<file path="config.mk">
export PLATFORM = sky130hd
export DESIGN_NAME = rpc_cell
export DESIGN_NICKNAME = d
export VERILOG_FILES = /design/src/rtl/rpc_pkg.sv /design/src/rtl/rpc_cell.sv
export SDC_FILE = /design/constraint.sdc
export NUM_CORES = 1
export LEC_CHECK = 0
export BUFFER_PORTS_ARGS = -buffer_cell sky130_fd_sc_hd__buf_4
export CAP_MARGIN = 20
export CORE_MARGIN = 3
export CORE_UTILIZATION = 35
export DETAILED_ROUTE_END_ITERATION = 6
export GPL_TIMING_DRIVEN = 0
export PLACE_DENSITY_LB_ADDON = 0.25
export SLEW_MARGIN = 20
export SYNTH_ARGS = -nofsm -noshare
export SYNTH_HDL_FRONTEND = slang
export SYNTH_SLANG_ARGS = --single-unit
export TNS_END_PERCENT = 5
</file>
<file path="constraint.sdc">
create_clock -name clk -period 7.4 [get_ports clk]
set_clock_uncertainty 0.05 [all_clocks]
set_input_delay 1.11 -clock clk [delete_from_list [all_inputs] [get_ports clk]]
set_output_delay 1.11 -clock clk [all_outputs]
set_load 0.01 [all_outputs]
</file>
<file path="src/rtl/rpc_pkg.sv">
// Package: shared constants, types and the arctangent table for the converter.
package rpc_pkg;

  localparam int Stages    = 16;
  localparam int TableLen  = 24;
  localparam int NumStages = (Stages > TableLen) ? TableLen : Stages;
  localparam int DW        = 28;
  localparam int ZW        = 28;
  localparam int GainQ16   = 39797;

  localparam logic signed [ZW-1:0] Deg90  = 28'sd23592960;
  localparam logic signed [ZW-1:0] Deg180 = 28'sd47185920;

  localparam logic [1:0] ModeRect  = 2'd0;
  localparam logic [1:0] ModePolar = 2'd1;

  typedef struct packed {
    logic signed [DW-1:0] x;
    logic signed [DW-1:0] y;
    logic signed [ZW-1:0] z;
    logic                 vec;
    logic                 bad;
    logic                 zero;
    logic signed [15:0]   v1;
    logic signed [15:0]   v2;
  } cell_data_t;

  function automatic logic signed [ZW-1:0] atan_at(input int i);
    logic signed [ZW-1:0] r;
    case (i)
      0: r = 28'sd11796480;  1: r = 28'sd6963869;  2: r = 28'sd3679517;
      3: r = 28'sd1867780;   4: r = 28'sd937515;   5: r = 28'sd469214;
      6: r = 28'sd234664;    7: r = 28'sd117339;   8: r = 28'sd58671;
      9: r = 28'sd29335;     10: r = 28'sd14668;   11: r = 28'sd7334;
      12: r = 28'sd3667;     13: r = 28'sd1833;    14: r = 28'sd917;
      15: r = 28'sd458;      16: r = 28'sd229;     17: r = 28'sd115;
      18: r = 28'sd57;       19: r = 28'sd29;      20: r = 28'sd14;
      21: r = 28'sd7;        22: r = 28'sd4;       23: r = 28'sd2;
      default: r = '0;
    endcase
    return r;
  endfunction

endpackage

</file>
<file path="src/rtl/rpc_cell.sv">
// One CORDIC micro-rotation cell; its shift and table index come from an input.
module rpc_cell (
  input  logic                clk,
  input  logic                rst_n,
  input  logic                en,
  input  logic [4:0]          idx,
  input  logic                vld_in,
  input  rpc_pkg::cell_data_t d_in,
  output logic                vld_out,
  output rpc_pkg::cell_data_t d_out
);

  logic                vld_r;
  rpc_pkg::cell_data_t d_r, d_nxt;
  logic signed [rpc_pkg::DW-1:0] dx, dy;
  logic neg;

  always_comb begin
    dx = d_in.y >>> idx;
    dy = d_in.x >>> idx;
    // Vectoring drives y to zero, rotation drives z to zero.
    neg = d_in.vec ? d_in.y[rpc_pkg::DW-1] : d_in.z[rpc_pkg::ZW-1];
    d_nxt = d_in;
    if (neg ^ !d_in.vec) begin
      d_nxt.x = d_in.x - dx;
      d_nxt.y = d_in.y + dy;
    end else begin
      d_nxt.x = d_in.x + dx;
      d_nxt.y = d_in.y - dy;
    end
    if (neg) d_nxt.z = d_in.z + rpc_pkg::atan_at(int'(idx));
    else     d_nxt.z = d_in.z - rpc_pkg::atan_at(int'(idx));
    if (d_in.vec) begin
      if (neg) d_nxt.z = d_in.z - rpc_pkg::atan_at(int'(idx));
      else     d_nxt.z = d_in.z + rpc_pkg::atan_at(int'(idx));
    end
  end

  always_ff @(posedge clk) begin
    if (!rst_n) begin
      vld_r <= 1'b0;
    end else if (en) begin
      vld_r <= vld_in;
    end
    if (en) begin
      d_r <= d_nxt;
    end
  end

  assign vld_out = vld_r;
  assign d_out   = d_r;

endmodule

</file>
==> metrics <==
Design Area, Final 16900 sq um; dpl hpwl 41300 um; most common cell after layout, fill and taps aside buf_4; die area between 40000 and 50000 sq um; Antenna Nets Post-Route 0; Area after DPL between 15000 and 20000 sq um; most frequent cells in the layout buf_4, nor2_1, a21oi_1; vias per cell 5.80; Distinct cells, synth 77; layout cells sized above 1 between 20% and 30%; Hold Violations, Final 0; CTS H-tree depth 4; WS Path Type input port to flip-flop; First-pass DRT Iterations 6; Min Hold Slack 0.491 ns; IO Port Bufs 246; CP required 7.55 ns; Synth Flop Type edfxtp_1; I/O pin total 248; P per Cell Area 207 nW/um^2; critical path data arrival time about 7.3 ns; syn_nets ~1800; Ys Warns 0; FILL cells between 3000 and 4000; Max FO, Critical Path 10; Post-Place Cells approximately 2300; Die Ht ~200 um; asr flop ratio synth 0%; core area between 30000 and 40000 sq um; outcome finished, final reports clean; CTS Buf Count 17; Least-Margin Pin Slew ~1.1 ns; # setup viols final 0; area added between synthesis and finish 23.8%; starting DRC count in detailed routing roughly 1300; area of the mapped netlist 13700 sq um; Max stage delay on crit path just over 0.6 ns; register area share after synthesis 26.3%; initial antenna violation count 0; Worst Setup End Kind flip-flop; Max-slew headroom a little over a quarter; clock sink count 120; FF-to-FF setup slack 6.74 ns; hold crit path type flip-flop to flip-flop; startpoint types input port; LEAKAGE about 7.0 nW; Post-Route WL 52200 um; number of flops mapped to enable cells by yosys 119; Overflow after GRT 0; Rows 71; GP Congestion about 0.99; number of max-cap violations 0; unrepaired setup endpoints after global routing true; global-route wire length before repair between 70000 and 80000 um; worst IR drop on VDD around 0.13 mV; top post-synthesis cells by area edfxtp_1, ha_1, mux4_2; later-pin clock latency in the skew report roughly 0.44 ns; DRC Markers 0; post-synth top area cell edfxtp_1; # diodes 0; period utilisation layout between 90 and 100%; total track usage 24.6%; vias in the first global route about 13000; Die X-Extent between 200 and 250 um; CTS tree done; Mean Syn Cell Area about 8.9 sq um; Yosys reg bits 120; Final Max Tran Viols 0; Starting Density a little over a third; largest buffer count on any clock path 2; routed vias about 14000; Yosys top cell area share approximately a quarter; WL/cell about 22 um; CTS Root Buffer Type clkbuf_16; # hold bufs at CTS 0; Syn Inst Count 1537; largest net degree at the start of global routing 64; Layout Nets 2050; Critical-path top delay cell mux4_2; final cell count without fillers 2327; final core occ between 40% and 50%; clock transition at the registers of the reported paths around 0.060 ns; fmax between 0.1 and 0.15 GHz; crit path time final between 7 and 8 ns
## metrics by stage
stage                     setup WS (ns)  setup TNS [ns]  total power, W
after CTS                       0.00949               0         0.00352
after detailed placement          -1.33          -18.69         0.00261
after global placement            -1.47          -19.73         0.00261
after floorplan                   0.564               0         0.00201
final                             0.237               0         0.00351
after global routing            -0.0850          -0.101         0.00372
## critical path, delay by kind of cell
| kind | cells | cell delay, ns |
|---|---|---|
| AOI/OAI and AO/OA | 9 | 2.08 |
| buffers and inverters | 5 | 1.15 |
| and+or+nand+nor | 5 | 1.03 |
| muxes | 2 | 0.97 |
| adders and majority gates | 2 | 0.62 |
| xor gates and xnor gates | 2 | 0.31 |
## registers in the layout (all words and copies together) (netlist names)
name     count
d_out      119
vld_out      1
## cell type report
type,instances,area (sq um),share of cell area (%)
multi-input cells,1258,9540,56.4
repair buffers,247,1880,11.1
clock inverters,15,175,1.03
plain buffers,85,397,2.34
well taps,511,639,3.78
flip-flops and latches,120,3590,21.2
clock buffers,17,425,2.51
inverters,74,278,1.64
## metal layers
layer	vias to the layer above	track usage, %	wire, um
met1	6557	32.0	22300
li1	6286	-	-
met4	0	7.87	1590
met5	-	0	0
met3	95	4.21	3440
met2	565	41.6	24800
## repair_timing
item                                    4_1_cts  5_1_grt
endpoints found under the setup margin       19       18
gates resized for setup                      14       35
setup buffers                                 0        0
## power breakdown
| part | switching [W] | internal, W |
|---|---|---|
| logic | 0.000928 | 0.000715 |
| registers | 0.0000431 | 0.000947 |
| clock network | 0.000390 | 0.000483 |
## cells in the mapped netlist (22+ instances only)
cell / number
nor3_1: 22
nand3_1: 30
nand2_1: 129
xor2_1: 41
inv_1: 73
mux2i_1: 41
o21ai_0: 98
nor2b_1: 26
nor2_1: 141
clkbuf_1: 55
xnor2_1: 83
mux4_2: 43
nand2b_1: 28
a211oi_1: 27
ha_1: 115
edfxtp_1: 119
a21oi_1: 134
## final timing paths
kind                        start                    to  cells after the start
max                        idx[1]   d_out[90]$_DFFE_PP_                     25
min          vld_out$_SDFFE_PN0P_  vld_out$_SDFFE_PN0P_                      2
max reg2reg  vld_out$_SDFFE_PN0P_  vld_out$_SDFFE_PN0P_                      2
min reg2reg  vld_out$_SDFFE_PN0P_  vld_out$_SDFFE_PN0P_                      2
## cell families (layout without fill, tap and decap cells)
kind of cell	count (synthesis)	count (layout)	share of synthesized area, %
muxes	111	111	13.0
DFF	120	120	26.3
buffers and inverters	159	438	4.64
AOI/OAI and AO/OA	458	458	21.6
and+or+nand+nor	446	446	15.4
xor gates and xnor gates	124	124	7.95
adders and majority gates	119	119	11.1
No activity file was read; power rests on OpenSTA's default activity.
