$ cat src/rtl/rpc_pkg.sv
// Package: shared constants, types and the arctangent table for the converter.
package rpc_pkg;

  localparam int Stages    = 16;
  localparam int TableLen  = 24;
  localparam int NumStages = (Stages > TableLen) ? TableLen : Stages;
  localparam int DW        = 28;
  localparam int ZW        = 28;
  localparam int GainQ16   = 39797;

  localparam logic signed [ZW-1:0] Deg90  = 28'sd23592960;
  localparam logic signed [ZW-1:0] Deg180 = 28'sd47185920;

  localparam logic [1:0] ModeRect  = 2'd0;
  localparam logic [1:0] ModePolar = 2'd1;

  typedef struct packed {
    logic signed [DW-1:0] x;
    logic signed [DW-1:0] y;
    logic signed [ZW-1:0] z;
    logic                 vec;
    logic                 bad;
    logic                 zero;
    logic signed [15:0]   v1;
    logic signed [15:0]   v2;
  } cell_data_t;

  function automatic logic signed [ZW-1:0] atan_at(input int i);
    logic signed [ZW-1:0] r;
    case (i)
      0: r = 28'sd11796480;  1: r = 28'sd6963869;  2: r = 28'sd3679517;
      3: r = 28'sd1867780;   4: r = 28'sd937515;   5: r = 28'sd469214;
      6: r = 28'sd234664;    7: r = 28'sd117339;   8: r = 28'sd58671;
      9: r = 28'sd29335;     10: r = 28'sd14668;   11: r = 28'sd7334;
      12: r = 28'sd3667;     13: r = 28'sd1833;    14: r = 28'sd917;
      15: r = 28'sd458;      16: r = 28'sd229;     17: r = 28'sd115;
      18: r = 28'sd57;       19: r = 28'sd29;      20: r = 28'sd14;
      21: r = 28'sd7;        22: r = 28'sd4;       23: r = 28'sd2;
      default: r = '0;
    endcase
    return r;
  endfunction

endpackage

$ cat src/rtl/rpc_post.sv
// Output stages: gain correction (multiply, then round and clamp) and packing.
module rpc_post (
  input  logic                clk,
  input  logic                rst_n,
  input  logic                en,
  input  logic                vld_in,
  input  rpc_pkg::cell_data_t d_in,
  output logic                vld_out,
  output logic [66:0]         res
);

  localparam int PW = rpc_pkg::DW + 17;

  logic                vld1_r, vld2_r;
  logic signed [PW-1:0] px_r, py_r;
  rpc_pkg::cell_data_t d1_r;
  logic [66:0]         res_r, res_nxt;
  logic signed [PW-1:0] gx, gy;
  logic signed [PW-1:0] ux, uy;
  logic signed [rpc_pkg::ZW-1:0] za;
  logic signed [15:0]  cx, cy, ang;
  logic signed [16:0]  mag;

  assign gx = PW'(d_in.x) * PW'(rpc_pkg::GainQ16);
  assign gy = PW'(d_in.y) * PW'(rpc_pkg::GainQ16);

  always_comb begin
    ux = (px_r + (PW'(1) <<< 23)) >>> 24;
    uy = (py_r + (PW'(1) <<< 23)) >>> 24;
    za = (d1_r.z + rpc_pkg::ZW'(2048)) >>> 12;
    cx = d1_r.v1; cy = d1_r.v2; mag = '0; ang = '0;
    if (d1_r.vec) begin
      if (!d1_r.zero) begin
        if (ux < 0) mag = '0;
        else if (ux > PW'(46341)) mag = 17'sd46341;
        else mag = 17'(ux);
        if (za < -rpc_pkg::ZW'(11520)) ang = -16'sd11520;
        else if (za > rpc_pkg::ZW'(11520)) ang = 16'sd11520;
        else ang = 16'(za);
      end
    end else begin
      mag = 17'(d1_r.v1);
      ang = d1_r.v2;
      cx = (ux < -PW'(32768)) ? -16'sd32768 : (ux > PW'(32767)) ? 16'sd32767 : 16'(ux);
      cy = (uy < -PW'(32768)) ? -16'sd32768 : (uy > PW'(32767)) ? 16'sd32767 : 16'(uy);
    end
    res_nxt = d1_r.bad ? {1'b1, 66'd0} :
              {1'b0, !d1_r.vec, ang, mag, cy, cx};
  end

  always_ff @(posedge clk) begin
    if (!rst_n) begin
      vld1_r <= 1'b0;
      vld2_r <= 1'b0;
    end else if (en) begin
      vld1_r <= vld_in;
      vld2_r <= vld1_r;
    end
    if (en) begin
      px_r  <= gx;
      py_r  <= gy;
      d1_r  <= d_in;
      res_r <= res_nxt;
    end
  end

  assign vld_out = vld2_r;
  assign res     = res_r;

endmodule

$ cat config.mk
export PLATFORM = sky130hd
export DESIGN_NAME = rpc_post
export DESIGN_NICKNAME = d
export VERILOG_FILES = /design/src/rtl/rpc_pkg.sv /design/src/rtl/rpc_post.sv
export SDC_FILE = /design/constraint.sdc
export NUM_CORES = 1
export LEC_CHECK = 0
export BUFFER_PORTS_ARGS = -buffer_cell sky130_fd_sc_hd__buf_2
export CAP_MARGIN = 20
export CORE_ASPECT_RATIO = 0.6
export CORE_MARGIN = 4
export CORE_UTILIZATION = 64
export CTS_CLUSTER_DIAMETER = 120
export DETAILED_ROUTE_END_ITERATION = 10
export PLACE_DENSITY = 0.84
export SYNTH_ARGS = -nofsm -noshare
export SYNTH_HDL_FRONTEND = slang
export SYNTH_SLANG_ARGS = --single-unit
$ cat constraint.sdc
create_clock -name clk -period 7.8 [get_ports clk]
set_clock_uncertainty 0.05 [all_clocks]
set_input_delay 0.78 -clock clk [delete_from_list [all_inputs] [get_ports clk]]
set_output_delay 0.78 -clock clk [all_outputs]
set_load 0.02 [all_outputs]
==> results.md, run 1 <==
| Quantity | Reported | Unit |
|---|---|---|
| Number of failing setup endpoints in the final timing report | 0 | - |
| Post-cts hold buffer count | 0 | - |
| Critical path startpoint category | primary input | - |
| Final routed wire length divided by cell count | 20.4 | um |
| Final wirelength | 64.7 | mm |
| Placer congestion estimate | 0.962 | - |
| Insertion delay of the later-clocked pin in the worst-skew pair | 0.44 | ns |
| Share of synthesized area occupied by flip-flops and latches | 0.192 | - |
| Area of the mapped netlist | 25700 | um2 |
| Antenna violations before repair | 0 | - |
| Mapped Cells | 2459 | - |
| HPWL after DPL | 54.2 | mm |
| Number of storage elements in the synthesis netlist | 165 | - |
| Final max-slew violation count | 0 | - |
| Standard-cell rows | 56 | - |
| Most used flip-flop cell after synthesis | edfxtp_1 | - |
| Flop-to-flop setup slack | 3.98 | ns |
| Cts bufs inserted | 17 | - |
| Total number of clock tree sinks | 165 | - |
| Setup repair after global routing missed its margin | false | - |
| Iteration-0 DRC Markers | 1614 | - |
| Die Footprint | 43600 | um2 |
| Result of the run | complete, no violations | - |
| Share of layout cells above drive strength 1 | 0.0864 | - |
| Post-route fraction of the period consumed by the critical path | 0.903 | - |
| Clock transition at path regs | 0.07 | ns |
| Number of synthesized flops with an enable pin | 163 | - |
| Diodes inserted | 0 | - |
| Max-Slew Margin vs Limit | 0.278 | - |
| Share of synthesized registers carrying an async set or reset | 0 | - |
| Distinct cells, synth | 69 | - |
| Endpoint kind of the worst setup timing path | register | - |
| Synth warn | 0 | - |
| Total setup buffers inserted after CTS | 0 | - |
| Wire length of the first global-routing pass | 103 | mm |
| CTS H-tree depth | 4 | - |
| Count of TritonRoute iterations in the first routing pass | 6 | - |
| Maximum clock rate | 142 | MHz |
| Vias after detailed routing | 18380 | - |
| Area overhead of the layout relative to synthesis | 8.13 | % |
| Clock period minus worst slack | 7.04 | ns |
| Reported max-cap violation count | 0 | - |
| Placeable core region | 39400 | um2 |
| Antenna viol nets, final | 0 | - |
| Number of global-route vias before repair | 19029 | - |
| Total count of hold-check failures in the final report | 0 | - |
| Crit path kind | in2reg | - |
| Post-CTS resize count | 0 | - |
| Synthesized area per cell | 10.5 | um2 |
| Global routing usage summed across all routing layers | 0.304 | - |
| Sum of negative setup slack | 0 | ns |
| Slew @ Worst Pin | 1.08 | ns |
| Data required, critical path | 7.93 | ns |
| TritonCTS clock tree | built | - |
| Top fanout value on the critical path | 8 | - |
| Average via count per standard cell | 5.79 | - |
| Pin count of the biggest net entering global routing | 84 | - |
| Total overflow reported by the global router | 0 | - |
| Final #Nets | 3584 | - |
| Post-Syn Nets | 3405 | - |
| Die X | 267 | um |
| Number of I/O port buffers | 179 | - |
| Cell at the root of the clock tree | clkbuf_16 | - |
| Vertical die dimension | 163 | um |
| Hold Crit Class | in2reg | - |
| Top Ports | 191 | - |
| Arrival time reported for the critical path endpoint | 7.17 | ns |
| DRC violation count after routing | 0 | - |
| Starting utilization of the core area | 0.653 | - |
| Maximum buffer depth of the clock tree | 2 | - |
[placed cells by master, fill, tap and decap left out, types with 13 or more instances in the layout]
master | Yosys | routed
edfxtp_1 | 163 | 163
o211ai_1 | 13 | 13
nand4_1 | 22 | 22
a21o_1 | 44 | 44
nor3_1 | 19 | 19
nand2_1 | 106 | 106
xor2_1 | 82 | 82
nand3_1 | 33 | 33
inv_1 | 611 | 611
nor2_1 | 60 | 59
buf_2 | 2 | 178
clkbuf_16 | 0 | 17
and3_1 | 15 | 15
a22oi_1 | 19 | 19
a21oi_1 | 116 | 116
fa_1 | 378 | 378
ha_1 | 445 | 445
o21bai_1 | 15 | 15
xnor2_1 | 80 | 80
nor2b_1 | 22 | 22
o21ai_0 | 51 | 51
[stage by stage]
| stage | setup WS [ns] | hold slack (ns) | area (um2) | instances | utilization |
|---|---|---|---|---|---|
| CTS | 0.895 | 0.452 | 27800 | 3171 | 0.706 |
| finish | 0.760 | 0.460 | 27800 | 3173 | 0.707 |
| floorplan | 1.27 | 0.374 | 25700 | 2459 | - |
| detailed placement | 0.437 | 0.491 | 27200 | 3139 | 0.691 |
| global route | 0.429 | 0.440 | 27800 | 3173 | 0.707 |
| global placement | 0.578 | 0.441 | 27200 | 3139 | 0.691 |
[worst max-delay path, stage by stage]
cell	delay [ns]
buf_2	0.18
ha_1	0.41
xnor2_1	0.26
nor2b_1	0.07
a21oi_1	0.37
fa_1	0.49
inv_1	0.10
fa_1	0.41
fa_1	0.49
inv_1	0.05
fa_1	0.47
inv_1	0.04
ha_1	0.34
nand4_1	0.14
a211oi_1	0.24
o21ai_0	0.18
a221oi_1	0.74
a31oi_1	0.43
o211ai_1	0.38
nand2_1	0.14
o31ai_1	0.34
xnor2_1	0.11
[cells in the mapped netlist, types with 4 or more instances]
library cell	instances	area, um2
a211oi_1	7	52.6
a21o_1	44	330
a21oi_1	116	581
a22o_1	8	70.1
a22oi_1	19	143
a31oi_1	10	62.6
a32o_1	5	50.1
and2_1	7	43.8
and3_1	15	93.8
and4_1	6	52.6
clkbuf_1	24	90.1
edfxtp_1	163	4890
fa_1	378	7570
ha_1	445	5570
inv_1	611	2290
mux2i_1	4	40.0
nand2_1	106	398
nand2b_1	7	43.8
nand3_1	33	165
nand3b_1	5	37.5
nand4_1	22	138
nor2_1	60	225
nor2b_1	22	138
nor3_1	19	95.1
nor4_1	11	68.8
o211ai_1	13	97.6
o21a_1	10	75.1
o21ai_0	51	255
o21bai_1	15	113
o31ai_1	5	37.5
xnor2_1	80	701
xor2_1	82	718
[sequential cells by signal, summed over array words and instances, names as in the netlist]
register	count
d1_r	52
vld1_r	1
res	67
px_r	22
py_r	22
vld_out	1
[cell families (layout without fill, tap and decap cells)]
family | count (synthesis) | count (layout) | synth area share
adder cells (fa/ha/maj) | 824 | 824 | 0.511
AO/OA/AOI/OAI | 340 | 340 | 0.0850
AND/OR/NAND/NOR | 324 | 324 | 0.0616
XOR/XNOR | 162 | 162 | 0.0551
flip-flops | 165 | 165 | 0.192
multiplexers | 5 | 5 | 0.00199
buffers and inverters | 639 | 831 | 0.0936
[final cells by class]
class	instances	area (um2)
Fill cell	2851	11600
Clock buffer	17	425
Inverter	611	2290
Tap cell	522	653
Timing Repair Buffer	188	973
Clock inverter	15	153
Sequential cell	165	4930
Multi-Input combinational cell	1655	18400
[worst paths after layout]
check,end,startpoint,cells after the start
min reg2reg,res[50],d1_r[1],2
max,px_r[44],d_in[106],22
min,d1_r[11],d_in[11],1
max reg2reg,res[56],d1_r[53],8
[layer usage]
metal / track usage / up-vias / share of wire
li1: - / 8347 / -
met1: 0.464 / 9025 / 0.45
met2: 0.451 / 916 / 0.43
met3: 0.0810 / 92 / 0.10
met4: 0.0427 / 0 / 0.014
met5: 0 / - / 0
Power of run 1 is not shown: default switching activity piles up to over one toggle a cycle in this logic, so the estimate is an artifact.
==> run 2: changes to the inputs <==
--- a/config.mk
+++ b/config.mk
@@ -7,12 +7,14 @@
 export LEC_CHECK = 0
 export BUFFER_PORTS_ARGS = -buffer_cell sky130_fd_sc_hd__buf_2
 export CAP_MARGIN = 20
+export CELL_PAD_IN_SITES_DETAIL_PLACEMENT = 0
+export CELL_PAD_IN_SITES_GLOBAL_PLACEMENT = 1
 export CORE_ASPECT_RATIO = 0.6
 export CORE_MARGIN = 4
-export CORE_UTILIZATION = 64
+export CORE_UTILIZATION = 50
 export CTS_CLUSTER_DIAMETER = 120
 export DETAILED_ROUTE_END_ITERATION = 10
-export PLACE_DENSITY = 0.84
+export PLACE_DENSITY_LB_ADDON = 0.1
 export SYNTH_ARGS = -nofsm -noshare
 export SYNTH_HDL_FRONTEND = slang
 export SYNTH_SLANG_ARGS = --single-unit
==> results.md, run 2 (synthesized netlist as in run 1, its figures left out) <==
| Quantity | Reported | Unit | vs previous |
|---|---|---|---|
| HPWL after DPL | 55.6 | mm | +2.5% |
| Critical path startpoint category | primary input | - |  |
| Maximum buffer depth of the clock tree | 2 | - | unchanged |
| Insertion delay of the later-clocked pin in the worst-skew pair | 0.44 | ns | about the same |
| Layout Cell Area excl Fill | 28100 | um2 | +1.0% |
| Slew @ Worst Pin | 0.964 | ns | -0.119 ns |
| Hold Crit Class | in2reg | - |  |
| Share of layout cells above drive strength 1 | 0.0871 | - | +0.000722 |
| Pin count of the biggest net entering global routing | 93 | - | +11% |
| Standard-cell rows | 64 | - | +14% |
| Arrival time reported for the critical path endpoint | 7.05 | ns | -0.12 ns |
| Reported max-cap violation count | 0 | - | unchanged |
| Count of TritonRoute iterations in the first routing pass | 5 | - | -1 |
| Post-CTS resize count | 0 | - | unchanged |
| Leading cell type in the layout, fill and taps excluded | inv_1 | - |  |
| Setup repair after global routing missed its margin | false | - |  |
| Commonest cells after routing, fill and taps aside | inv_1 (611), ha_1 (445), fa_1 (378) | - |  |
| Met3 WL post-DR | 5.55 | mm | -17% |
| Depth of the worst register-to-register path | 8 | - | unchanged |
| Average via count per standard cell | 5.29 | - | -8.7% |
| Vias after detailed routing | 17688 | - | -3.8% |
| Placer congestion estimate | 0.909 | - | -5.6% |
| Final worst hold slack | 0.463 | ns | +0.00273 ns |
| Hold path depth | 1 | - | unchanged |
| Total count of hold-check failures in the final report | 0 | - | unchanged |
| Crit path kind | in2reg | - |  |
| Max-Slew Margin vs Limit | 0.358 | - | +0.0792 |
| Final max-slew violation count | 0 | - | unchanged |
| Number of I/O port buffers | 179 | - | unchanged |
| Cts bufs inserted | 17 | - | unchanged |
| Data required, critical path | 7.94 | ns | about the same |
| Vertical die dimension | 184 | um | +12% |
| Hold wc startpoint | d_in[62] | - |  |
| Area overhead of the layout relative to synthesis | 9.22 | % |  |
| Sum of negative setup slack | 0 | ns | unchanged |
| Cell at the root of the clock tree | clkbuf_16 | - |  |
| Placeable core region | 50900 | um2 | +29% |
| Total cell area at the placement stage | 27500 | um2 | +0.85% |
| Post-cts hold buffer count | 0 | - | unchanged |
| Antenna viol nets, final | 0 | - | unchanged |
| Global routing usage summed across all routing layers | 0.239 | - | -0.0650 |
| Die X | 301 | um | +13% |
| Clock period minus worst slack | 6.91 | ns | -0.130 ns |
| DRC violation count after routing | 0 | - | unchanged |
| Flop-to-flop setup slack | 4.23 | ns | +0.25 ns |
| Total number of clock tree sinks | 165 | - | unchanged |
| Post-route fraction of the period consumed by the critical path | 0.886 | - | -0.0166 |
| Number of global-route vias before repair | 18353 | - | -3.6% |
| Clock transition at path regs | 0.08 | ns | about the same |
| Starting utilization of the core area | 0.505 | - | -0.148 |
| Wire length of the first global-routing pass | 103 | mm | -0.23% |
| Reg2Reg Launch Point | d1_r[53] | - |  |
| Die Footprint | 55300 | um2 | +27% |
| Met2 layer wire length in the routed design | 24.7 | mm | -11% |
| CTS H-tree depth | 4 | - | unchanged |
| Final wirelength | 64.4 | mm | -0.45% |
| Endpoint of the most critical register-to-register path | res[54] | - |  |
| Number of failing setup endpoints in the final timing report | 0 | - | unchanged |
| Final #Nets | 3585 | - | +0.028% |
| Highest signal layer in the routed design | met4 | - |  |
| Top fanout value on the critical path | 9 | - | +1 |
| M1 WL | 33.8 | mm | +16% |
| Hold EP | d1_r[62] | - |  |
| Total overflow reported by the global router | 0 | - | unchanged |
| Top Ports | 191 | - | unchanged |
| Diodes inserted | 0 | - | unchanged |
| Maximum clock rate | 145 | MHz | +1.9% |
| Total setup buffers inserted after CTS | 0 | - | unchanged |
| Result of the run | complete, no violations | - |  |
| Final routed wire length divided by cell count | 19.2 | um | -5.6% |
| Antenna violations before repair | 0 | - | unchanged |
| Endpoint kind of the worst setup timing path | register | - |  |
| TritonCTS clock tree | built | - |  |
| Iteration-0 DRC Markers | 1413 | - | -12% |
| Filler cells | 4605 | - | +62% |
| Largest register FFs | 67 | - | unchanged |
-- run 2: cell count changes in the layout (fill, tap and decap cells not counted), sizes merged --
| cell | change |
|---|---|
| clkinv | -1 |
| inv | +3 |
| buf | +1 |
| clkinvlp | -2 |
-- run 2: critical path: stages --
cell,delay [ns]
buf_2,0.19
ha_1,0.45
xor2_1,0.29
a22oi_1,0.14
fa_1,0.56
inv_1,0.05
fa_1,0.48
fa_1,0.57
inv_1,0.07
fa_1,0.54
inv_1,0.05
ha_1,0.32
a22o_1,0.26
nor4_1,0.31
o31a_1,0.24
o211ai_1,0.13
a211oi_2,0.42
o21ai_2,0.14
a31o_1,0.37
or4_1,0.54
o211a_1,0.14
-- run 2: area by class of cell --
class | count | area (um2) | area share
clock inverter | 15 | 208 | 0.00739
multi-input combinational | 1655 | 18400 | 0.654
inverter | 611 | 2290 | 0.0816
tap | 693 | 867 | 0.0309
timing repair buffer | 189 | 985 | 0.0350
clock buffer | 17 | 425 | 0.0151
sequential | 165 | 4930 | 0.176
-- run 2: through the flow --
step | util | setup WS (ns) | cells
floorplan | - | 1.27 | 2459
global placement | 0.539 | 0.506 | 3311
detailed placement | 0.539 | 0.512 | 3312
CTS | 0.552 | 0.920 | 3344
global route | 0.552 | 0.485 | 3345
finish | 0.552 | 0.890 | 3345
-- run 2: how the worst max path moves through the flow --
stage                         from  endpoint  slack (ns)  cells past startpoint
after global placement    d_in[74]  py_r[43]        0.51                     22
after global routing      d_in[71]  py_r[43]        0.49                     21
final                     d_in[70]  py_r[43]        0.89                     21
after CTS                 d_in[74]  py_r[43]        0.92                     22
after detailed placement  d_in[74]  py_r[43]        0.51                     22
after floorplan           d_in[74]  py_r[43]        1.27                     22
-- run 2: layer usage --
layer | vias to the layer above | global-route usage
met3 | 29 | 0.0641
met4 | 0 | 0.0195
li1 | 8374 | -
met1 | 8737 | 0.394
met2 | 548 | 0.321
met5 | - | 0
Power of run 2 is left out for the same reason.
