--- config.mk ---
export PLATFORM = sky130hd
export DESIGN_NAME = rpc_prep
export DESIGN_NICKNAME = d
export VERILOG_FILES = /design/src/rtl/rpc_pkg.sv /design/src/rtl/rpc_prep.sv
export SDC_FILE = /design/constraint.sdc
export NUM_CORES = 1
export LEC_CHECK = 0
export BUFFER_PORTS_ARGS = -buffer_cell sky130_fd_sc_hd__buf_2
export CAP_MARGIN = 20
export CORE_MARGIN = 2
export CORE_UTILIZATION = 58
export DETAILED_ROUTE_END_ITERATION = 10
export PLACE_DENSITY = 0.86
export SYNTH_ARGS = -nofsm -noshare
export SYNTH_HDL_FRONTEND = slang
export SYNTH_SLANG_ARGS = --single-unit
--- constraint.sdc ---
create_clock -name clk -period 12.9 [get_ports clk]
set_input_delay 2.58 -clock clk [delete_from_list [all_inputs] [get_ports clk]]
set_output_delay 2.58 -clock clk [all_outputs]
set_load 0.02 [all_outputs]
--- src/rtl/rpc_pkg.sv ---
// Package: shared constants, types and the arctangent table for the converter.
package rpc_pkg;

  localparam int Stages    = 16;
  localparam int TableLen  = 24;
  localparam int NumStages = (Stages > TableLen) ? TableLen : Stages;
  localparam int DW        = 28;
  localparam int ZW        = 28;
  localparam int GainQ16   = 39797;

  localparam logic signed [ZW-1:0] Deg90  = 28'sd23592960;
  localparam logic signed [ZW-1:0] Deg180 = 28'sd47185920;

  localparam logic [1:0] ModeRect  = 2'd0;
  localparam logic [1:0] ModePolar = 2'd1;

  typedef struct packed {
    logic signed [DW-1:0] x;
    logic signed [DW-1:0] y;
    logic signed [ZW-1:0] z;
    logic                 vec;
    logic                 bad;
    logic                 zero;
    logic signed [15:0]   v1;
    logic signed [15:0]   v2;
  } cell_data_t;

  function automatic logic signed [ZW-1:0] atan_at(input int i);
    logic signed [ZW-1:0] r;
    case (i)
      0: r = 28'sd11796480;  1: r = 28'sd6963869;  2: r = 28'sd3679517;
      3: r = 28'sd1867780;   4: r = 28'sd937515;   5: r = 28'sd469214;
      6: r = 28'sd234664;    7: r = 28'sd117339;   8: r = 28'sd58671;
      9: r = 28'sd29335;     10: r = 28'sd14668;   11: r = 28'sd7334;
      12: r = 28'sd3667;     13: r = 28'sd1833;    14: r = 28'sd917;
      15: r = 28'sd458;      16: r = 28'sd229;     17: r = 28'sd115;
      18: r = 28'sd57;       19: r = 28'sd29;      20: r = 28'sd14;
      21: r = 28'sd7;        22: r = 28'sd4;       23: r = 28'sd2;
      default: r = '0;
    endcase
    return r;
  endfunction

endpackage

--- src/rtl/rpc_prep.sv ---
// Input stage: quadrant folding and scaling ahead of the cell chain.
module rpc_prep (
  input  logic                clk,
  input  logic                rst_n,
  input  logic                en,
  input  logic                vld_in,
  input  logic [1:0]          mode,
  input  logic signed [15:0]  v1,
  input  logic signed [15:0]  v2,
  output logic                vld_out,
  output rpc_pkg::cell_data_t d_out
);

  logic                vld_r;
  rpc_pkg::cell_data_t d_r, d_nxt;
  logic signed [16:0]  r0, r;
  logic signed [rpc_pkg::DW-1:0] sx, sy;

  always_comb begin
    sx = rpc_pkg::DW'(v1) <<< 8;
    sy = rpc_pkg::DW'(v2) <<< 8;
    // Wrap the angle into -180..180 degrees; |v2| < 2*23040 so one step suffices.
    r0 = 17'(v2);
    if (r0 >= 17'sd23040) r0 = r0 - 17'sd23040;
    else if (r0 <= -17'sd23040) r0 = r0 + 17'sd23040;
    r = r0;
    if (r > 17'sd11520) r = r - 17'sd23040;
    else if (r < -17'sd11520) r = r + 17'sd23040;

    d_nxt      = '0;
    d_nxt.v1   = v1;
    d_nxt.v2   = v2;
    d_nxt.zero = (v1 == 16'sd0) && (v2 == 16'sd0);
    d_nxt.bad  = (mode != rpc_pkg::ModeRect) && (mode != rpc_pkg::ModePolar);
    d_nxt.vec  = (mode == rpc_pkg::ModeRect);
    if (mode == rpc_pkg::ModeRect) begin
      d_nxt.x = sx;
      d_nxt.y = sy;
      if (v1 < 0) begin
        if (v2 >= 0) begin
          d_nxt.x = sy;  d_nxt.y = -sx; d_nxt.z = rpc_pkg::Deg90;
        end else begin
          d_nxt.x = -sy; d_nxt.y = sx;  d_nxt.z = -rpc_pkg::Deg90;
        end
      end
    end else begin
      d_nxt.x = sx;
      d_nxt.z = rpc_pkg::ZW'(r) <<< 12;
      if (r > 17'sd5760) begin
        d_nxt.x = -sx; d_nxt.z = d_nxt.z - rpc_pkg::Deg180;
      end else if (r < -17'sd5760) begin
        d_nxt.x = -sx; d_nxt.z = d_nxt.z + rpc_pkg::Deg180;
      end
    end
  end

  always_ff @(posedge clk) begin
    if (!rst_n) begin
      vld_r <= 1'b0;
    end else if (en) begin
      vld_r <= vld_in;
    end
    if (en) begin
      d_r <= d_nxt;
    end
  end

  assign vld_out = vld_r;
  assign d_out   = d_r;

endmodule

==> flow_summary.json, run 1 <==
{
  "cts_resized": 0,
  "ys_seq_elements": 92,
  "place.gp.congestion": 0.947,
  "rsz0062_at_grt": "no",
  "yosys-top-cells-count": "edfxtp_1 (91), nor2_1 (47), nand2_1 (37)",
  "drc": 0,
  "leakage_nw": 2.58,
  "dp_hpwl_mm": 11.8,
  "syn-cell-area_um2": 6060,
  "path_max_fanout": 53,
  "cts_buffer_depth": 2,
  "period_needed_ns": 7.22,
  "grt_max_degree": 93,
  "end_kind": "register",
  "numClockSinks": 92,
  "start_kind": "primary input",
  "final_antenna_net_count": 0,
  "worstPathRequired_ns": 13.07,
  "ctsHoldBuffers": 0,
  "p_per_area_nw_per_um2": 130,
  "areaGrowthSynthToFinish_pct": 13.1,
  "avgSynthCellArea_um2": 10.3,
  "setup_viol": 0,
  "drt_wl_total_mm": 17.1,
  "cts_setup_buffers": 0,
  "drv_slew": 0,
  "worstPathArrival_ns": 7.39,
  "fill_cells": 790,
  "yosys.area.top_type": "edfxtp_1",
  "start_util_pct": 59.3,
  "seqCellArea_um2": 2750,
  "grt_pass1_vias": 4929,
  "antenna_found_initial": 1,
  "yosysSeqAreaShare_pct": 45.4,
  "max_freq_mhz": 138,
  "cts_max_level": 3,
  "yosys.area.top_type_share_pct": 45.1,
  "drv_cap": 0,
  "detail_route.wl_per_cell_um": 20.5,
  "relSlewSlack_pct": 36.3,
  "hold_path_class": "register to register",
  "via_per_inst": 6.51,
  "core_um2": 10200,
  "cts_root_buffer": "clkbuf_8",
  "synth_most_common_cell": "edfxtp_1",
  "period_share_pct": 56.0,
  "synthArstFlopShare_pct": 0,
  "layout.nets": 737,
  "rows": 37,
  "path_clk_slew_ns": 0.09,
  "grt_overflow": 0,
  "synthTopCellsByArea": "edfxtp_1 (45%), xnor2_1 (4.0%), buf_4 (3.8%)",
  "synth_flop_cell": "edfxtp_1",
  "hold_violations": 0,
  "fin_setup_tns_ns": 0,
  "die_h_um": 106,
  "cts_made_buffers": 9,
  "drive_above_1_share_pct": 26.1,
  "clk_latency_ns": 0.37,
  "drt-initial-drc-count": 543,
  "multi_input_area_um2": 2980,
  "die_w_um": 106,
  "skew_ns": 0,
  "synth_warnings": 0,
  "boundaryPins": 158,
  "outcome": "completed",
  "tightest_slew_ns": 0.954,
  "grt_first_pass_wirelength_mm": 25.8,
  "total_power_mw": 0.893,
  "syn_inst": 588,
  "path_class": "primary input to register",
  "cts_tree": "done",
  "port_buffers": 129,
  "firstDrtPassIters": 6,
  "ys_types": 86,
  "synth_edf_count": 91,
  "max-vdd-ir-drop_v": 0.0000577,
  "via_count": 5422,
  "dieArea_um2": 11300,
  "track_usage_pct": 29.4
}
critical path, stage by stage:
cell      delay, ns
buf_2          0.71
nand2b_1       0.34
o32ai_1        0.50
a211oi_4       0.16
xor2_4         0.30
o311ai_1       0.20
o21a_2         0.30
or4_4          0.55
a31oi_4        0.31
a21boi_4       0.14
nor2_1         0.76
a311oi_1       0.21
a311oi_1       0.31
sequential cells by signal, summed over array words and instances, names as in the netlist:
register / cells
vld_out: 1
d_out: 91
per-stage QoR:
step           worst slack [ns]  hold WS (ns)  instances  area [µm²]  utilization, %
6_report                   5.68         0.583        833        6860            67.1
5_1_grt                    5.44         0.624        833        6860            67.1
4_1_cts                    5.81         0.541        831        6830            66.8
3_5_place_dp               5.43         0.520        815        6600            64.5
3_3_place_gp               5.70         0.494        815        6600            64.5
2_1_floorplan              6.36         0.589        615        6160               -
placed cells by master, fill, tap and decap left out, types with 12 or more instances in the layout:
cell      instances
xnor2_1          28
o21ai_0          28
buf_2           128
a21oi_1          28
nor3_1           26
and2_1           12
or3_1            17
nand2_1          37
a311oi_1         17
nor2_1           47
a211oi_1         16
conb_1           28
edfxtp_1         91
kinds of logic after synthesis:
family	count (synthesis)	synth area share, %
AOI/OAI and AO/OA	171	22.0
xor gates and xnor gates	32	4.93
adders and majority gates	8	1.65
buffers and inverters	77	7.12
DFF	92	45.4
muxes	3	0.495
other	1	0.0618
and+or+nand+nor	204	18.4
final timing paths:
check,start,end,cells past startpoint,slack (ns)
max,v2[15],d_out[101]$_DFFE_PP_,13,5.68
min,vld_out$_SDFFE_PN0P_,vld_out$_SDFFE_PN0P_,2,0.58
min reg2reg,vld_out$_SDFFE_PN0P_,vld_out$_SDFFE_PN0P_,2,0.58
max reg2reg,vld_out$_SDFFE_PN0P_,vld_out$_SDFFE_PN0P_,2,12.25
power breakdown:
part           leakage, nW  internal [mW]  switching [mW]  total, mW
Combinational         1.57         0.0920           0.192      0.284
Clock                0.110          0.116           0.111      0.227
Sequential           0.893          0.371          0.0101      0.382
final cells by class:
cell class,count,area share [%]
antenna,1,0.0365
clock buffer,10,2.01
clock inverter,6,1.35
inverter,11,0.602
multi-input combinational,446,43.4
sequential,92,40.1
tap,136,2.48
timing repair buffer,131,9.96
routing by layer:
layer	part of all wire [%]	up-vias	track usage [%]	routed length [µm]
met2	49	387	47.3	8370
met1	37	2554	37.4	6350
li1	-	2402	-	-
met3	9.0	79	5.27	1530
met4	4.8	0	16.6	813
met5	0	-	0	0
Power figures use the tool's default switching activity.
==> run 2, diff against run 1 <==
- CORE_UTILIZATION: 58 -> 49
- PLACE_DENSITY: 0.86 -> 0.78
- clock period: 12.9 -> 6.5 ns (I/O delays scaled with it)
==> flow_summary.json, run 2 (synthesis results as in run 1) <==
{
  "largest_reg_flops": 91,
  "drc": 0,
  "start_util_pct": 50.3,
  "cts_root_buffer": "clkbuf_16",
  "drt-initial-drc-count": 609,
  "tightest_slew_ns": 0.833,
  "detail_route.wl_per_cell_um": 18.8,
  "clk_latency_ns": 0.34,
  "place.gp.congestion": 0.955,
  "port_buffers": 129,
  "worstReg2RegStart": "vld_out$_SDFFE_PN0P_",
  "setup_slack_ns": 0.792,
  "rows": 40,
  "drt_wl_total_mm": 16.3,
  "layout_commonest_cell": "buf_2",
  "antenna_found_initial": 0,
  "outcome": "completed",
  "end_kind": "register",
  "drive_above_1_share_pct": 26.5,
  "worstRegToRegCells": 2,
  "clkPwrFrac_pct": 28.3,
  "drv_slew": 0,
  "die_w_um": 115,
  "period_needed_ns": 5.71,
  "cts_max_level": 3,
  "track_usage_pct": 24.1,
  "fin_setup_tns_ns": 0,
  "max-vdd-ir-drop_v": 0.000134,
  "seqPwrFrac_pct": 41.3,
  "grt_max_degree": 93,
  "dpl_cell_area_um2": 6660,
  "pre_cts_slack_ns": 0.551,
  "grt_first_pass_wirelength_mm": 24.9,
  "relSlewSlack_pct": 44.2,
  "final_antenna_net_count": 0,
  "instances_no_fill": 867,
  "leakage_nw": 2.62,
  "hold_path_class": "register to register",
  "start_kind": "primary input",
  "p_per_area_nw_per_um2": 263,
  "via_count": 5296,
  "skew_ns": 0,
  "swShare_pct": 35.1,
  "place_inst": 850,
  "layout.nets": 740,
  "power.internal_mw": 1.19,
  "endpoint": "d_out[100]$_DFFE_PP_",
  "via_per_inst": 6.11,
  "path_class": "primary input to register",
  "dieArea_um2": 13300,
  "setup_viol": 0,
  "drv_cap": 0,
  "startpoint": "v2[9]",
  "path_clk_slew_ns": 0.07,
  "grt_pass1_vias": 4674,
  "cts_setup_buffers": 0,
  "cts_resized": 0,
  "power.switching_mw": 0.645,
  "period_share_pct": 87.8,
  "r2r-end": "vld_out$_SDFFE_PN0P_",
  "dp_hpwl_mm": 11.6,
  "ctsHoldBuffers": 0,
  "cts_buffer_depth": 2,
  "total_power_mw": 1.84,
  "power.share.combinational_pct": 30.4,
  "diodes": 0,
  "path_max_fanout": 16,
  "worstPathArrival_ns": 5.86,
  "max_freq_mhz": 175,
  "worstPathRequired_ns": 6.65,
  "utilization_pct": 57.9,
  "hold_violations": 0,
  "cts_made_buffers": 9,
  "numClockSinks": 92,
  "stdcell_area_um2": 6980,
  "rsz0062_at_grt": "no",
  "boundaryPins": 158,
  "die_h_um": 115,
  "holdWs_ns": 0.522,
  "reg2reg_slack_ns": 5.91,
  "mostFrequentLayoutCells": "buf_2 (128), edfxtp_1 (91), nor2_1 (47)",
  "cts_tree": "done",
  "fill_cells": 1032,
  "grt_overflow": 0,
  "core_um2": 12100,
  "firstDrtPassIters": 6,
  "areaGrowthSynthToFinish_pct": 15.2
}
## run 2: how the worst min path moves through the flow
stage | cells past startpoint | to | start | slack (ns)
2_1_floorplan | 2 | vld_out$_SDFFE_PN0P_ | vld_out$_SDFFE_PN0P_ | 0.59
3_3_place_gp | 2 | vld_out$_SDFFE_PN0P_ | vld_out$_SDFFE_PN0P_ | 0.49
3_5_place_dp | 2 | vld_out$_SDFFE_PN0P_ | vld_out$_SDFFE_PN0P_ | 0.51
4_1_cts | 2 | vld_out$_SDFFE_PN0P_ | vld_out$_SDFFE_PN0P_ | 0.53
5_1_grt | 2 | vld_out$_SDFFE_PN0P_ | vld_out$_SDFFE_PN0P_ | 0.57
6_report | 2 | vld_out$_SDFFE_PN0P_ | vld_out$_SDFFE_PN0P_ | 0.52
## run 2: layout make-up
type | count | area (µm²) | area share, %
Clock buffer | 9 | 225 | 3.22
Clock inverter | 7 | 68.8 | 0.985
Inverter | 11 | 41.3 | 0.591
Multi-Input combinational cell | 446 | 2980 | 42.7
Sequential cell | 92 | 2750 | 39.4
Tap cell | 168 | 210 | 3.01
Timing Repair Buffer | 134 | 706 | 10.1
## run 2: worst max-delay path, cell delays in order
cell	delay (ns)
buf_2	0.28
inv_1	0.14
ha_1	0.24
or3b_2	0.46
o32ai_1	0.23
a211oi_4	0.15
xor2_4	0.30
o311ai_1	0.20
o21ai_0	0.46
a32oi_1	0.21
xnor2_1	0.50
a211oi_4	0.14
nor2_1	0.67
nand2_1	0.21
a311oi_1	0.36
## run 2: power by group through the flow
stage	logic, mW	clock network, mW	registers (mW)
floorplan	0.311	0	0.858
global placement	0.541	0	0.770
detailed placement	0.546	0	0.773
CTS	0.549	0.527	0.760
global route	0.599	0.546	0.764
finish	0.558	0.520	0.758
## run 2: metal layers
layer	share of wire (%)	GRT usage, %	wire length [µm]
met1	41	31.7	6700
met2	49	40.4	7970
met3	7.9	3.95	1300
met4	2.3	8.51	372
met5	0	0	0
==> run 3, diff against run 2 <==
- ABC_AREA: default -> 1
==> flow_summary.json, run 3 <==
{
  "outcome": "completed",
  "detail_route.wl_per_cell_um": 15.1,
  "period_needed_ns": 4.48,
  "syn_inst": 720,
  "antenna_found_initial": 1,
  "place_inst": 968,
  "p_per_area_nw_per_um2": 267,
  "instances_no_fill": 985,
  "cts_tree": "done",
  "die_h_um": 114,
  "areaGrowthSynthToFinish_pct": 14.6,
  "max_freq_mhz": 223,
  "cts_max_level": 3,
  "via_per_inst": 5.30,
  "rows": 40,
  "endpoint": "d_out[114]$_DFFE_PP_",
  "ys_seq_elements": 92,
  "yosys.area.top_type": "edfxtp_1",
  "grt_first_pass_wirelength_mm": 23.3,
  "synthXorXnorAreaFrac_pct": 3.53,
  "worstReg2RegStart": "vld_out$_SDFFE_PN0P_",
  "synthTopCellsByArea": "edfxtp_1 (46%), nand2_1 (12%), nand3_1 (5.8%)",
  "start_kind": "primary input",
  "yosys.area.top_type_share_pct": 45.8,
  "drv_slew": 0,
  "synth_compound_area_share_pct": 10.2,
  "firstDrtPassIters": 6,
  "layout.nets": 878,
  "startpoint": "v2[0]",
  "cts_setup_buffers": 0,
  "fin_setup_tns_ns": 0,
  "dieArea_um2": 13100,
  "path_max_fanout": 26,
  "synthSimpleGateAreaFrac_pct": 27.4,
  "cts_root_buffer": "clkbuf_16",
  "fill_cells": 1094,
  "worstRegToRegCells": 2,
  "setup_slack_ns": 2.02,
  "path_clk_slew_ns": 0.06,
  "mostFrequentLayoutCells": "nand2_1 (194), buf_2 (128), edfxtp_1 (91)",
  "drive_above_1_share_pct": 23.4,
  "ctsHoldBuffers": 0,
  "setup_viol": 0,
  "avgSynthCellArea_um2": 8.28,
  "period_share_pct": 68.9,
  "relSlewSlack_pct": 45.2,
  "synth_flop_cell": "edfxtp_1",
  "leakage_nw": 3.15,
  "worstPathRequired_ns": 6.61,
  "rsz0062_at_grt": "no",
  "synth_top_family_by_area": "simple AND/OR/NAND/NOR gates",
  "largest_reg_flops": 91,
  "end_kind": "register",
  "cts_buffer_depth": 2,
  "yosys-top-cells-count": "nand2_1 (194), edfxtp_1 (91), nand3_1 (69)",
  "r2r-end": "vld_out$_SDFFE_PN0P_",
  "port_buffers": 129,
  "track_usage_pct": 22.8,
  "drt-initial-drc-count": 497,
  "drt_wl_total_mm": 14.8,
  "seqCellArea_um2": 2750,
  "synth_warnings": 0,
  "yosysSeqAreaShare_pct": 46.2,
  "tightest_slew_ns": 0.822,
  "syn-cell-area_um2": 5960,
  "start_util_pct": 49.8,
  "grt_max_degree": 68,
  "boundaryPins": 158,
  "drc": 0,
  "hold_path_class": "register to register",
  "numClockSinks": 92,
  "skew_ns": 0,
  "pre_cts_slack_ns": 1.71,
  "dp_hpwl_mm": 10.6,
  "multi_input_area_um2": 2660,
  "synth_most_common_cell": "nand2_1",
  "hold_violations": 0,
  "layout_commonest_cell": "nand2_1",
  "max-vdd-ir-drop_v": 0.000104,
  "worstPathArrival_ns": 4.58,
  "cts_made_buffers": 9,
  "drv_cap": 0,
  "core_um2": 12000,
  "via_count": 5219,
  "die_w_um": 114,
  "grt_pass1_vias": 4777,
  "total_power_mw": 1.82,
  "clk_latency_ns": 0.35,
  "place.gp.congestion": 0.917,
  "synthAdderAreaFrac_pct": 1.68,
  "final_antenna_net_count": 0,
  "grt_overflow": 0,
  "path_class": "primary input to register",
  "muxShareOfSynthArea_pct": 0,
  "reg2reg_slack_ns": 5.84,
  "ys_types": 42,
  "cts_resized": 0,
  "synth_edf_count": 91,
  "synthArstFlopShare_pct": 0
}
[run 3: cell count changes in the layout (fill, tap and decap cells not counted), sizes merged, moves of 18 or more]
cell,change
nand2,+176
nand3,+62
inv,+50
xnor2,-26
a211oi,-18
a311oi,-18
o211ai,+18
or3,-18
xor2,+18
[run 3: worst min path at each step]
stage                          from                   end  slack, ns  cells past startpoint
4_1_cts        vld_out$_SDFFE_PN0P_  vld_out$_SDFFE_PN0P_       0.55                      2
5_1_grt        vld_out$_SDFFE_PN0P_  vld_out$_SDFFE_PN0P_       0.58                      2
3_3_place_gp   vld_out$_SDFFE_PN0P_  vld_out$_SDFFE_PN0P_       0.52                      2
6_report       vld_out$_SDFFE_PN0P_  vld_out$_SDFFE_PN0P_       0.54                      2
2_1_floorplan  vld_out$_SDFFE_PN0P_  vld_out$_SDFFE_PN0P_       0.61                      2
3_5_place_dp   vld_out$_SDFFE_PN0P_  vld_out$_SDFFE_PN0P_       0.54                      2
[run 3: logic make-up (layout without fill, tap and decap cells)]
kind of cell	Yosys count	in the layout
and+or+nand+nor	364	364
buffers and inverters	127	217
AOI/OAI and AO/OA	104	104
DFF	92	92
xor gates and xnor gates	24	24
adders and majority gates	8	8
other	1	29
[run 3: layout make-up]
type | count | area share, %
clock inverter | 4 | 0.732
clock buffer | 12 | 3.61
timing repair buffer | 134 | 10.0
tap | 147 | 2.69
sequential | 92 | 40.3
multi-input combinational | 528 | 38.9
antenna | 1 | 0.0366
inverter | 67 | 3.77
[run 3: power breakdown]
part,leakage [nW],internal [mW],switching (mW)
clock network,0.139,0.308,0.217
logic,2.12,0.160,0.387
registers,0.892,0.734,0.0164
[run 3: critical path, cell delays in order]
cell and delay, ns:
buf_2 0.13, inv_1 0.10, ha_1 0.22, nand2_1 0.08, nor2_2 0.15, nand3_1 0.16, nor2_1 0.18, nor2_2 0.12
o21ai_1 0.20, nand2_1 0.09, nand2_2 0.16, inv_2 0.05, nand2_1 0.06, nand2_1 0.07, a21oi_1 0.25, nand2_1 0.14
nand2_4 0.12, inv_2 0.06, nand3_2 0.05, nand2_1 0.04, nand2_1 0.06, nand2_2 0.06, nand2_4 0.26, nand2_8 0.18
nand2_1 0.10, nand2_1 0.06, nand2_1 0.06, nand2_1 0.05
[run 3: metrics by stage]
stage	util (%)	hold WS, ns	area [µm²]
final	57.1	0.542	6830
after global routing	57.1	0.577	6830
after CTS	57.1	0.545	6830
after detailed placement	54.6	0.536	6540
after global placement	54.6	0.524	6540
after floorplan	-	0.606	6060
[run 3: routing by layer]
| metal | vias up | GRT usage (%) | part of all wire (%) | routed length, µm |
|---|---|---|---|---|
| li1 | 2588 | - | - | - |
| met1 | 2393 | 29.8 | 43 | 6450 |
| met2 | 219 | 37.8 | 48 | 7070 |
| met3 | 19 | 5.40 | 7.5 | 1110 |
| met4 | 0 | 6.59 | 1.4 | 210 |
| met5 | - | 0 | 0 | 0 |
